### config.mk
export PLATFORM = sky130hd
export DESIGN_NAME = mns_ctrl
export DESIGN_NICKNAME = d
export VERILOG_FILES = /design/src/rtl/mns_pkg.sv /design/src/rtl/mns_ctrl.sv
export SDC_FILE = /design/constraint.sdc
export NUM_CORES = 1
export LEC_CHECK = 0
export CAP_MARGIN = 20
export CORE_AREA = 5 5 42 44
export CTS_BUF_LIST = sky130_fd_sc_hd__clkbuf_8 sky130_fd_sc_hd__clkbuf_16
export DETAILED_ROUTE_END_ITERATION = 8
export DIE_AREA = 0 0 47 49
export DONT_BUFFER_PORTS = 1
export PLACE_DENSITY = 0.45
export SETUP_SLACK_MARGIN = 0.4
export SLEW_MARGIN = 20
export SYNTH_ARGS = -nofsm -noshare
export SYNTH_HDL_FRONTEND = slang
export SYNTH_SLANG_ARGS = --single-unit
### constraint.sdc
create_clock -name clk -period 1.29 [get_ports clk]
set_clock_uncertainty 0.15 [all_clocks]
set_input_delay 0.0645 -clock clk [delete_from_list [all_inputs] [get_ports clk]]
set_output_delay 0.0645 -clock clk [all_outputs]
set_load 0.02 [all_outputs]
### src/rtl/mns_pkg.sv
// Shared types and constants for the melody note sequencer.
// Used by every module of the block; no dependencies.
package mns_pkg;

  // Note table depth and field widths
  localparam int MAX_NOTES = 256;
  localparam int SLOT_W    = $clog2(MAX_NOTES);
  localparam int CMD_W     = 3;
  localparam int IDX_W     = 8;
  localparam int POS_W     = 9;
  localparam int FREQ_W    = 16;
  localparam int DUR_W     = 8;
  localparam int SPEED_W   = 16;
  localparam int PRE_W     = 17;
  localparam int RELOAD_W  = 22;
  localparam int BASE_W    = 14;

  // Shared divider: 22-bit dividend, 16-bit divisor, one quotient bit a cycle
  localparam int DIV_W     = 22;
  localparam int DIV_CNT_W = $clog2(DIV_W + 1);

  // Saturated reload for a zero duration or zero speed
  localparam logic [RELOAD_W-1:0] RELOAD_SAT    = 22'd2560000;
  // 80 MHz timer clock over the 1000 prescale step
  localparam logic [DIV_W-1:0]    TONE_CLOCK_K  = 22'd80000;
  // Delay timer numerator
  localparam logic [DIV_W-1:0]    RELOAD_BASE_K = 22'd10000;

  // Input commands; codes 6 and 7 are ignored
  typedef enum logic [CMD_W-1:0] {
    CMD_LOAD   = 3'd0,
    CMD_PLAY   = 3'd1,
    CMD_STOP   = 3'd2,
    CMD_REPEAT = 3'd3,
    CMD_ENABLE = 3'd4,
    CMD_TICK   = 3'd5
  } cmd_t;

  // Operand selection for the shared divider
  typedef enum logic [1:0] {
    DIV_BASE     = 2'd0,
    DIV_PRESCALE = 2'd1,
    DIV_SILENCE  = 2'd2
  } div_sel_t;

  // Controller states
  typedef enum logic [2:0] {
    ST_IDLE      = 3'd0,
    ST_EXEC      = 3'd1,
    ST_BASE_GO   = 3'd2,
    ST_BASE_WAIT = 3'd3,
    ST_NEXT_GO   = 3'd4,
    ST_NEXT_WAIT = 3'd5,
    ST_PUSH      = 3'd6
  } state_t;

  // Controller to datapath commands
  typedef struct packed {
    logic     latch;
    logic     exec;
    logic     div_start;
    div_sel_t div_sel;
    logic     take_base;
    logic     commit;
    logic     push;
  } ctrl_cmd_t;

  // Datapath to controller status
  typedef struct packed {
    logic tick_go;
    logic tone_phase;
    logic div_busy;
  } dp_status_t;

endpackage

### src/rtl/mns_ctrl.sv
// Controller state machine: sequences execution, divisions and result push.
// Depends on mns_pkg; commands mns_dpath.
module mns_ctrl (
  input  logic                 clk,
  input  logic                 rst_n,
  input  logic                 in_valid,
  output logic                 in_ready,
  output logic                 out_valid,
  input  logic                 out_ready,
  input  mns_pkg::dp_status_t  status_i,
  output mns_pkg::ctrl_cmd_t   cmd_o
);

  mns_pkg::state_t state_r, state_nxt;
  logic            out_valid_r, out_valid_nxt;

  // Next state and commands
  always_comb begin
    state_nxt     = state_r;
    cmd_o         = '0;
    in_ready      = 1'b0;
    // Drop the result once it is transferred
    out_valid_nxt = out_valid_r && !out_ready;

    case (state_r)
      mns_pkg::ST_IDLE: begin
        in_ready = 1'b1;
        if (in_valid) begin
          cmd_o.latch = 1'b1;
          state_nxt   = mns_pkg::ST_EXEC;
        end
      end
      mns_pkg::ST_EXEC: begin
        cmd_o.exec = 1'b1;
        state_nxt  = status_i.tick_go ? mns_pkg::ST_BASE_GO : mns_pkg::ST_PUSH;
      end
      mns_pkg::ST_BASE_GO: begin
        cmd_o.div_start = 1'b1;
        cmd_o.div_sel   = mns_pkg::DIV_BASE;
        state_nxt       = mns_pkg::ST_BASE_WAIT;
      end
      mns_pkg::ST_BASE_WAIT: begin
        if (!status_i.div_busy) begin
          cmd_o.take_base = 1'b1;
          state_nxt       = mns_pkg::ST_NEXT_GO;
        end
      end
      mns_pkg::ST_NEXT_GO: begin
        cmd_o.div_start = 1'b1;
        cmd_o.div_sel   = status_i.tone_phase ? mns_pkg::DIV_PRESCALE :
                                                mns_pkg::DIV_SILENCE;
        state_nxt       = mns_pkg::ST_NEXT_WAIT;
      end
      mns_pkg::ST_NEXT_WAIT: begin
        if (!status_i.div_busy) begin
          cmd_o.commit = 1'b1;
          state_nxt    = mns_pkg::ST_PUSH;
        end
      end
      mns_pkg::ST_PUSH: begin
        // Hold until the output register is free
        if (!out_valid_r || out_ready) begin
          cmd_o.push    = 1'b1;
          out_valid_nxt = 1'b1;
          state_nxt     = mns_pkg::ST_IDLE;
        end
      end
      default: begin
        state_nxt = mns_pkg::ST_IDLE;
      end
    endcase
  end

  always_ff @(posedge clk) begin
    if (!rst_n) begin
      state_r     <= mns_pkg::ST_IDLE;
      out_valid_r <= 1'b0;
    end else begin
      state_r     <= state_nxt;
      out_valid_r <= out_valid_nxt;
    end
  end

  assign out_valid = out_valid_r;

endmodule

### Yosys cells after proc, flatten, opt, wreduce, memory -nomap -nowiden

Index checks and enable logic that the tools add are counted.

| word-level totals | value |
|---|---|
| input port bits | 7 |
| bits in registers | 4 |

| cells by class | value |
|---|---|
| multiplexer cells | 19 |
| reduce and logical (&&, ||, !) cells | 6 |
| equal/unequal tests | 10 |

Operators by type and width:

| operator | number |
|---|---|
| 3-bit one-hot mux with 7 select lines | 1 |
| 3-bit two-way mux | 5 |
| 1-bit two-way mux | 11 |
| 3-bit equality test (second input constant) | 3 |
| 2-bit != test (second input constant) | 4 |
| 3-bit by 2-bit equality test with 1-bit output (second input constant) | 2 |
| 3-bit one-hot mux with 2 select lines | 1 |
| 4-bit AND reduction | 1 |
| 3-bit by 1-bit equality test with 1-bit output (second input constant) | 1 |
| 3-bit logical NOT | 1 |
| 1-bit logical NOT | 2 |
| 2-bit two-way mux | 1 |
| 1-bit logical AND | 1 |
| 1-bit logical OR | 1 |

### Depth between registers and ports, before layout

Gate-level depths: netlist of run 1.

| logic depth | value |
|---|---|
| depth in word-level cells | 4 |
| gate-level depth with buffers | 4 |

### Worst setup path before layout of run 1

Ideal clock, no wire load.

| timing | value |
|---|---|
| path type | register to output |
| start point | register state_r[0] |
| end point | output cmd_o[7] in the netlist's numbering |
| stages on the path, launching flop included | 4 |
| buffers on the path | 1 |
| arrival time | 1.360 ns |
| slack | -0.285 ns |
| path through | dfxtp_1 -> buf_2 -> nor3_1 -> and2_1 |

RTL lines:

| element | RTL line | RTL |
|---|---|---|
| from (decl) | mns_ctrl.sv:14 | `mns_pkg::state_t state_r, state_nxt;` |
| from (signal assigned) | mns_ctrl.sv:76 | `state_r <= mns_pkg::ST_IDLE;` |
| from (signal assigned) | mns_ctrl.sv:79 | `state_r <= state_nxt;` |
| to (decl) | mns_ctrl.sv:11 | `output mns_pkg::ctrl_cmd_t cmd_o` |

==> results of run 1 <==
==> area by class of cell <==
cell class                 count  area, um^2
timing repair buffer          22       227.7
tap                           16       20.02
fill                         136       695.7
multi-input combinational     30       322.8
clock buffer                   3       41.29
sequential                     4       90.09
inverter                       1       3.754
==> timing repair <==
item	CTS	global route
hold endpoints to repair	4	1
setup endpoints to repair	13	13
cloned	0	0
pin swaps	8	8
gates resized for setup	22	8
setup buffers	9	3
==> final timing paths <==
| kind | cells past startpoint | to | slack (ps) |
|---|---|---|---|
| worst max-delay path | 3 | cmd_o[0] | -50 |
| worst min-delay path | 2 | out_valid | -80 |
| worst max register to register | 5 | state_r[0] | 0 |
| worst min register to register | 2 | out_valid | 420 |
==> per-stage QoR <==
step / setup TNS [ps] / power, mW
after floorplan: 0 / 0.3467
after CTS: -73.92 / 0.7945
after global routing: -452.0 / 0.8906
after detailed placement: 0 / 0.3898
final: -190.2 / 0.8501
after global placement: 0 / 0.3864
==> cells in the final DEF, fill, tap and decap left out, drive strengths merged <==
| cell | netlist | routed |
|---|---|---|
| buf | 3 | 20 |
| dfxtp | 4 | 4 |
| nor2 | 3 | 3 |
| clkbuf | 0 | 3 |
| nand2b | 3 | 3 |
| o21ai | 3 | 3 |
| nor3 | 2 | 2 |
| nand3 | 2 | 2 |
| dlygate4sd3 | 0 | 2 |
| nand2 | 2 | 2 |
| nor3b | 2 | 2 |
| a21oi | 2 | 2 |
| xnor2 | 1 | 1 |
| inv | 1 | 1 |
| nor4b | 1 | 1 |
| nor4 | 1 | 1 |
| nor2b | 1 | 1 |
| nand3b | 1 | 1 |
| and2 | 1 | 1 |
| mux2i | 1 | 1 |
| a21boi | 1 | 1 |
| o211ai | 1 | 1 |
| o311a | 1 | 1 |
| or3 | 1 | 1 |
==> metal layers <==
metal,global-route usage,up-vias
met5,0,-
met3,0.04059,3
met2,0.1833,15
met4,0.1014,0
li1,-,182
met1,0.1096,178
==> kinds of logic (layout without fill, tap and decap cells) <==
group / count (synthesis) / count (layout) / synth area share
multiplexers: 1 / 1 / 0.03333
buffers and inverters: 4 / 26 / 0.08332
flip-flops: 4 / 4 / 0.2667
AO/OA/AOI/OAI: 8 / 8 / 0.1667
AND/OR/NAND/NOR: 20 / 20 / 0.4209
XOR/XNOR: 1 / 1 / 0.02917
==> sequential cells by signal, indices dropped and copies added (netlist names) <==
register and cells:
state_r 3, out_valid 1
==> synthesized netlist by cell type (2+ instances only) <==
cell,instances
nor2_1,3
o21ai_0,2
nand3_1,2
dfxtp_1,4
nand2_1,2
buf_2,2
nand2b_1,2
a21oi_1,2
nor3_1,2
==> critical path, cell delays in order (launching register included) <==
cell and delay (ps):
dfxtp_4 370, buf_12 130, nand3b_1 210, nor2_4 180
==> power by group through the flow <==
stage	combinational, mW	sequential, mW	clock [mW]
2_1_floorplan	0.189	0.158	0
3_3_place_gp	0.210	0.176	0
3_5_place_dp	0.213	0.177	0
4_1_cts	0.347	0.171	0.277
5_1_grt	0.429	0.176	0.285
6_report	0.410	0.173	0.268
==> results by group, run 1 <==
Cells and area
  • Post-layout util: 0.5036
  • Layout net count: approximately 70
  • Post-Layout Inst Area: 705.7 um^2
  • Fin cells: between 70 and 80
  • Share of cells above drive strength 1: 0.7500
  • Ant. Diodes: 0
  • Area grow syn2layout: 135.0%

Global route
  • Largest net degree at the start of global routing: 8
  • Initial antenna violation count: 0
  • Vias in the first global route: 419
  • Total Routing Usage GR: 0.1154
  • Grt total ovfl: 0
  • First-pass GRT wire length: ~1900 um

Critical path
  • Worst Setup SP: state_r[0]
  • CP arrival: around 1100 ps
  • Crit path max fanout: 6
  • Critical path startpoint category: register
  • Worst r2r src: state_r[2]
  • Setup CP Type: register to primary output
  • CP endpoint kind: primary output
  • Worst EP required: roughly 1100 ps

CTS
  • Clk_lat worst skew: about 220 ps
  • Bufs on Longest Clock Path: 2
  • Clock slew at reported path FFs: ~30 ps
  • CTS tree: yes
  • Clock root cell: clkbuf_8
  • CTS Buf Count: 3
  • Clock Sinks: 4
  • Cts hold-fix bufs: 2
  • H-tree levels: 1

Synth
  • Dominant cells by area after synthesis: dfxtp_1 27%, nand2b_4 4.6%, nand2b_1 4.2%, nor3b_2 4.2%, buf_6 3.8%
  • Syn Area/Cell: between 7 and 8 um^2
  • Cells after Synth: 38
  • Synth Warn #: 0
  • Net count after synthesis: 45
  • Flops & latches, synth: 4
  • Synth Flop Type: dfxtp_1
  • Post-synthesis sequential area ratio: 0.2667
  • Unique masters post-synth: 26
  • Yosys top cell area share: 0.2667
  • Post-synth EDFFs: 0
  • Yosys top cell by area: dfxtp_1
  • Mapped Area: between 300 and 400 um^2
  • Synth async-reset ratio: 0

Place
  • DP Cell Count: 59
  • Dpl hpwl: about 670 um
  • Number of port buffers: 0
  • Pre-CTS WS: 90.49 ps
  • GPL Wtd Cong: 0.7999
  • Dpl cell area: 431.7 um^2

Timing
  • Tmin final: roughly 1300 ps
  • Fin Hold WS: -84.39 ps
  • Final setup margin: -45.52 ps
  • Final setup vio count: 7
  • Fmax achieved: 748.8 MHz
  • Worst-margin pin slew: about 380 ps
  • Relative slew margins: 0.7475
  • Slew Viols, Final: 0
  • Final hold vios: 2
  • Crit share post-route: 1.035
  • RSZ-0062 raised after global routing: yes

Flow run
  • MaxCap Viol Count: 0

Power
  • PwrDens: 1205 nW/um^2
  • Power share of the combinational group: 0.482
  • Leak pwr: about 0.28 nW
  • Sw Pwr: roughly 0.28 mW
  • Switching Share: 0.3339
  • Internal: roughly 0.57 mW
  • Flop pwr share: 0.203
  • Max rail drop VDD: around 600 uV
  • Clk pwr share: 0.315

Floorplan
  • Rows: 14
  • Chip Height: approximately 49 um
  • Die Area: 2303 um^2
  • Io pins: 17
  • Chip Width: approximately 47 um
  • Area of the core: ~1400 um^2
  • Initial Util: 0.2143

Min path
  • Hold Path Class: input port to register
  • Hold Startpoint: out_ready

Detailed routing
  • Routed len/inst: between 15 and 20 um
  • DR iter-0 viols: 4
  • Top sig layer: met4
  • Final wirelength: roughly 1200 um
  • Final ANT Viol Nets: 0
  • Met1 wire length: ~440 um
  • Met3 routed wirelength: just under 90 um
  • Met2 wire length: about 640 um
  • Vias per cell: roughly 5
  • DR vias: 378
  • # DRC: 0
  • DR pass1 iterations: 4

Status
  • Outcome: complete, but fails checks
  • Failing checks: negative hold slack, negative setup slack
(Power assumes the default switching activity.)
==> inputs of run 2 (changes only) <==
--- a/config.mk
+++ b/config.mk
@@ -11,7 +11,8 @@
 export DETAILED_ROUTE_END_ITERATION = 8
 export DIE_AREA = 0 0 47 49
 export DONT_BUFFER_PORTS = 1
-export PLACE_DENSITY = 0.45
+export HOLD_SLACK_MARGIN = 0.08
+export PLACE_DENSITY = 0.43
 export SETUP_SLACK_MARGIN = 0.4
 export SLEW_MARGIN = 20
 export SYNTH_ARGS = -nofsm -noshare
==> results by group, run 2 (synthesis gave the netlist of run 1 again) <==
Status
  • Outcome: complete, but fails checks
  • Failing checks: negative hold slack, negative setup slack

Detailed routing
  • Final ANT Viol Nets: 0
  • Final wirelength: between 1000 and 1500 um
  • DR pass1 iterations: 1
  • DR vias: 360
  • DR iter-0 viols: 0
  • Vias per cell: 4.865
  • # DRC: 0
  • Routed len/inst: ~14 um

Timing
  • Setup tns final: -71.30 ps
  • Fmax achieved: between 700 and 800 MHz
  • Final setup margin: -30.62 ps
  • Slew Viols, Final: 0
  • Worst-margin pin slew: 385.3 ps
  • RSZ-0062 raised after global routing: yes
  • Relative slew margins: 0.7412
  • Final hold vios: 3
  • Crit share post-route: 1.024
  • Final setup vio count: 6
  • Fin Hold WS: -94.01 ps
  • Tmin final: roughly 1300 ps

Floorplan
  • Io pins: 17
  • Die Area: 2303 um^2
  • Chip Height: 49 um
  • Rows: 14
  • Chip Width: 47 um
  • Area of the core: 1401 um^2
  • Initial Util: 0.2143

Global route
  • Largest net degree at the start of global routing: 7
  • First-pass GRT wire length: 1635 um
  • Vias in the first global route: between 400 and 500
  • Grt total ovfl: 0
  • Initial antenna violation count: 0
  • Total Routing Usage GR: 0.09718

Critical path
  • Crit path max fanout: 6
  • CP arrival: 1110 ps
  • Setup CP Type: register to primary output
  • Critical path startpoint category: register
  • Worst EP required: about 1100 ps
  • CP endpoint kind: primary output

Cells and area
  • Share of cells above drive strength 1: 0.7414
  • Ant. Diodes: 0
  • Commonest non-fill, non-tap cell in the layout: buf_6
  • Most flops, register: state_r
  • Fin cells: 74
  • Post-layout util: 0.4830
  • Layout net count: between 60 and 70
  • Most frequent cells in the layout: 13 x buf_6, 4 x dfxtp_4, 4 x buf_4
  • Post-Layout Inst Area: approximately 680 um^2
  • Max reg flops: 3
  • Area grow syn2layout: 125.4%

CTS
  • Clock slew at reported path FFs: roughly 30 ps
  • CTS Buf Count: 3
  • H-tree levels: 1
  • Cts hold-fix bufs: 1
  • Clock root cell: clkbuf_8
  • Bufs on Longest Clock Path: 2
  • Clk_lat worst skew: around 210 ps
  • CTS tree: yes
  • Clock Sinks: 4

Flow run
  • MaxCap Viol Count: 0

Power
  • Leak pwr: between 0.2 and 0.3 nW
  • Max rail drop VDD: a little under 700 uV
  • Design Power: 0.8010 mW
  • PwrDens: between 1000 and 1500 nW/um^2

Place
  • DP Cell Count: just under 60
  • GPL Wtd Cong: just over 0.7
  • Pre-CTS WS: approximately 63 ps
  • Number of port buffers: 0
  • Dpl cell area: 444.2 um^2
  • Dpl hpwl: 691.5 um

Min path
  • Hold Path Class: input port to register
## run 2: changes by cell type in the layout (fill, tap and decap cells not counted), moves of 2 or more
cell | previous run | this run
dfxtp_4 | 2 | 4
buf_4 | 7 | 4
o21ai_0 | 2 | 0
dfxtp_2 | 2 | 0
o21ai_1 | 0 | 3
## run 2: worst paths after layout
kind,start,to,slack [ps],depth (start not counted)
setup / recovery,state_r[0],cmd_o[7],-30,3
setup reg to reg,state_r[1],state_r[2],0,4
hold reg to reg,out_valid,out_valid,410,2
hold / removal,out_ready,out_valid,-90,2
## run 2: critical path, stage by stage (launching register included)
cell and delay, ps:
dfxtp_4 370, buf_6 140, nor3_4 180, and2_4 200
## run 2: report_power, final
group | switching (mW) | total (mW) | internal, mW
Sequential | 0.0325 | 0.172 | 0.140
Combinational | 0.164 | 0.371 | 0.208
Clock | 0.0593 | 0.258 | 0.198
## run 2: final cells by class
cell class / count / area, um^2
Clock buffer: 3 / 41.29
Fill cell: 138 / 724.4
Inverter: 1 / 6.256
Multi-Input combinational cell: 30 / 302.8
Sequential cell: 4 / 95.09
Tap cell: 16 / 20.02
Timing Repair Buffer: 20 / 211.5
## run 2: repair_timing
action                                  4_1_cts  5_1_grt
pin swaps                                     8        8
setup buffers                                 8        3
endpoints found under the setup margin       13       13
cloned                                        0        0
gates resized for setup                      23       11
endpoints found under the hold margin         6        6
## run 2: per-layer routing
metal  vias up  part of all wire  track usage  wire [um]
met1       165              0.31      0.09231        331
met2        15              0.57       0.1584        602
met3         4             0.093      0.03321         99
met5         -                 0            0          0
li1        176                 -            -          -
met4         0             0.028      0.07834         30
==> inputs of run 3 (changes only) <==
--- a/config.mk
+++ b/config.mk
@@ -12,7 +12,7 @@
 export DIE_AREA = 0 0 47 49
 export DONT_BUFFER_PORTS = 1
 export HOLD_SLACK_MARGIN = 0.08
-export PLACE_DENSITY = 0.43
+export PLACE_DENSITY = 0.44
 export SETUP_SLACK_MARGIN = 0.4
 export SLEW_MARGIN = 20
 export SYNTH_ARGS = -nofsm -noshare
==> constraint.sdc (replaced) <==
create_clock -name clk -period 1.05 [get_ports clk]
set_clock_uncertainty 0.15 [all_clocks]
set_input_delay 0.0525 -clock clk [delete_from_list [all_inputs] [get_ports clk]]
set_output_delay 0.0525 -clock clk [all_outputs]
set_load 0.02 [all_outputs]
==> results by group, run 3 (synthesis gave the netlist of run 1 again) <==
Floorplan
  • Area of the core: 1401 um^2
  • Initial Util: 0.2143
  • Rows: 14
  • Chip Width: 47 um
  • Die Area: around 2300 um^2
  • Io pins: 17
  • Chip Height: approximately 50 um

Timing
  • Fmax achieved: about 750 MHz
  • Relative slew margins: 0.8221
  • Tmin final: 1327 ps
  • Slew Viols, Final: 0
  • Fin Hold WS: -192.1 ps
  • Final setup vio count: 13
  • Setup tns final: -2645 ps
  • RSZ-0062 raised after global routing: yes
  • Final hold vios: 5
  • Worst-margin pin slew: 266.0 ps
  • Final setup margin: -276.8 ps
  • Crit share post-route: 1.264

CTS
  • Clock slew at reported path FFs: roughly 30 ps
  • CTS Buf Count: 3
  • CTS tree: yes
  • Bufs on Longest Clock Path: 2
  • H-tree levels: 1
  • Clk_lat worst skew: between 200 and 250 ps
  • Clock Sinks: 4
  • Clock root cell: clkbuf_8

Critical path
  • Worst r2r src: state_r[0]
  • CP endpoint kind: primary output
  • Worst Setup SP: state_r[1]
  • Crit path max fanout: 4
  • Setup CP Type: register to primary output
  • Worst EP required: 850 ps
  • CP arrival: 1120 ps
  • Critical path startpoint category: register

Global route
  • Vias in the first global route: approximately 390
  • Total Routing Usage GR: 0.09661
  • First-pass GRT wire length: approximately 1600 um
  • Initial antenna violation count: 0
  • Grt total ovfl: 0
  • Largest net degree at the start of global routing: 9

Detailed routing
  • DR pass1 iterations: 4
  • Vias per cell: between 4 and 5
  • DR vias: ~360
  • Routed len/inst: between 10 and 15 um
  • Final wirelength: just over 1000 um
  • # DRC: 0
  • DR iter-0 viols: 4
  • Final ANT Viol Nets: 0

Cells and area
  • Layout net count: between 60 and 70
  • Reg area: just over 90 um^2
  • Share of cells above drive strength 1: 0.7241
  • Most flops, register: state_r
  • Area occupied by multi-input gates: 311.5 um^2
  • Post-Layout Inst Area: 701.9 um^2
  • FILL cells: ~130
  • Area grow syn2layout: 133.7%
  • Most frequent cells in the layout: 8 x buf_6, 7 x buf_4
  • Max reg flops: 3
  • Ant. Diodes: 0
  • Commonest non-fill, non-tap cell in the layout: buf_6

Flow run
  • MaxCap Viol Count: 0

Status
  • Outcome: complete, but fails checks
  • Failing checks: negative hold slack, negative setup slack

Place
  • Number of port buffers: 0
  • GPL Wtd Cong: approximately 0.80
  • Dpl cell area: just under 500 um^2
  • Dpl hpwl: a little over 700 um

Min path
  • Hold Startpoint: rst_n
  • Hold Path Class: input port to register

Power
  • Max rail drop VDD: ~650 uV
  • PwrDens: between 1000 and 1500 nW/um^2
  • Leak pwr: 0.2704 nW
[run 3: cell count changes in the layout (fill, tap and decap cells not counted), moves of 2 or more]
cell	before	now
buf_12	1	3
buf_4	4	7
buf_6	13	8
buf_8	0	2
o21ai_1	3	1
[run 3: path summary, 6_finish.rpt]
check | end | cells after the start | slack (ps)
hold reg to reg | out_valid | 2 | 360
setup reg to reg | state_r[2] | 3 | -170
setup / recovery | cmd_o[3] | 3 | -280
hold / removal | state_r[2] | 1 | -190
[run 3: stage by stage]
step / instances / power, mW / util / hold WS (ps) / setup slack [ps]
2_1_floorplan: 38 / 0.4333 / - / -10.12 / -205.6
3_3_place_gp: 64 / 0.5225 / 0.3500 / -6.572 / -154.9
3_5_place_dp: 64 / 0.5281 / 0.3500 / -7.443 / -167.6
4_1_cts: 70 / 0.9429 / 0.4375 / -194.6 / -281.7
5_1_grt: 74 / 1.095 / 0.5009 / -183.6 / -318.2
6_report: 74 / 1.034 / 0.5009 / -192.1 / -276.8
[run 3: worst max-delay path: stages, from the launching register on]
cell and delay (ps):
dfxtp_4 350, buf_8 130, nor4b_4 250, buf_4 170
[run 3: metal layers]
metal	GRT usage	part of all wire	vias up
met5	0	0	-
li1	-	-	178
met4	0.01382	0	0
met3	0.05535	0.070	0
met1	0.1104	0.39	168
met2	0.1561	0.54	9
[run 3: timing repair]
| item | CTS | global route |
|---|---|---|
| pin swaps | 8 | 5 |
| setup buffers | 3 | 4 |
| endpoints found under the hold margin | 5 | 5 |
| resized for setup | 18 | 8 |
| setup endpoints to repair | 14 | 14 |
[run 3: area by class of cell]
class                      instances  area share
multi-input combinational         30      0.4439
inverter                           1    0.005348
clock buffer                       3     0.05882
sequential                         4      0.1319
timing repair buffer              20      0.3316
tap                               16     0.02852
[run 3: power by group]
group          leakage, nW  internal (mW)  switching [mW]
registers           0.0353          0.173          0.0282
clock network       0.0216          0.244          0.0791
logic                0.214          0.285           0.224
total                0.270          0.703           0.332
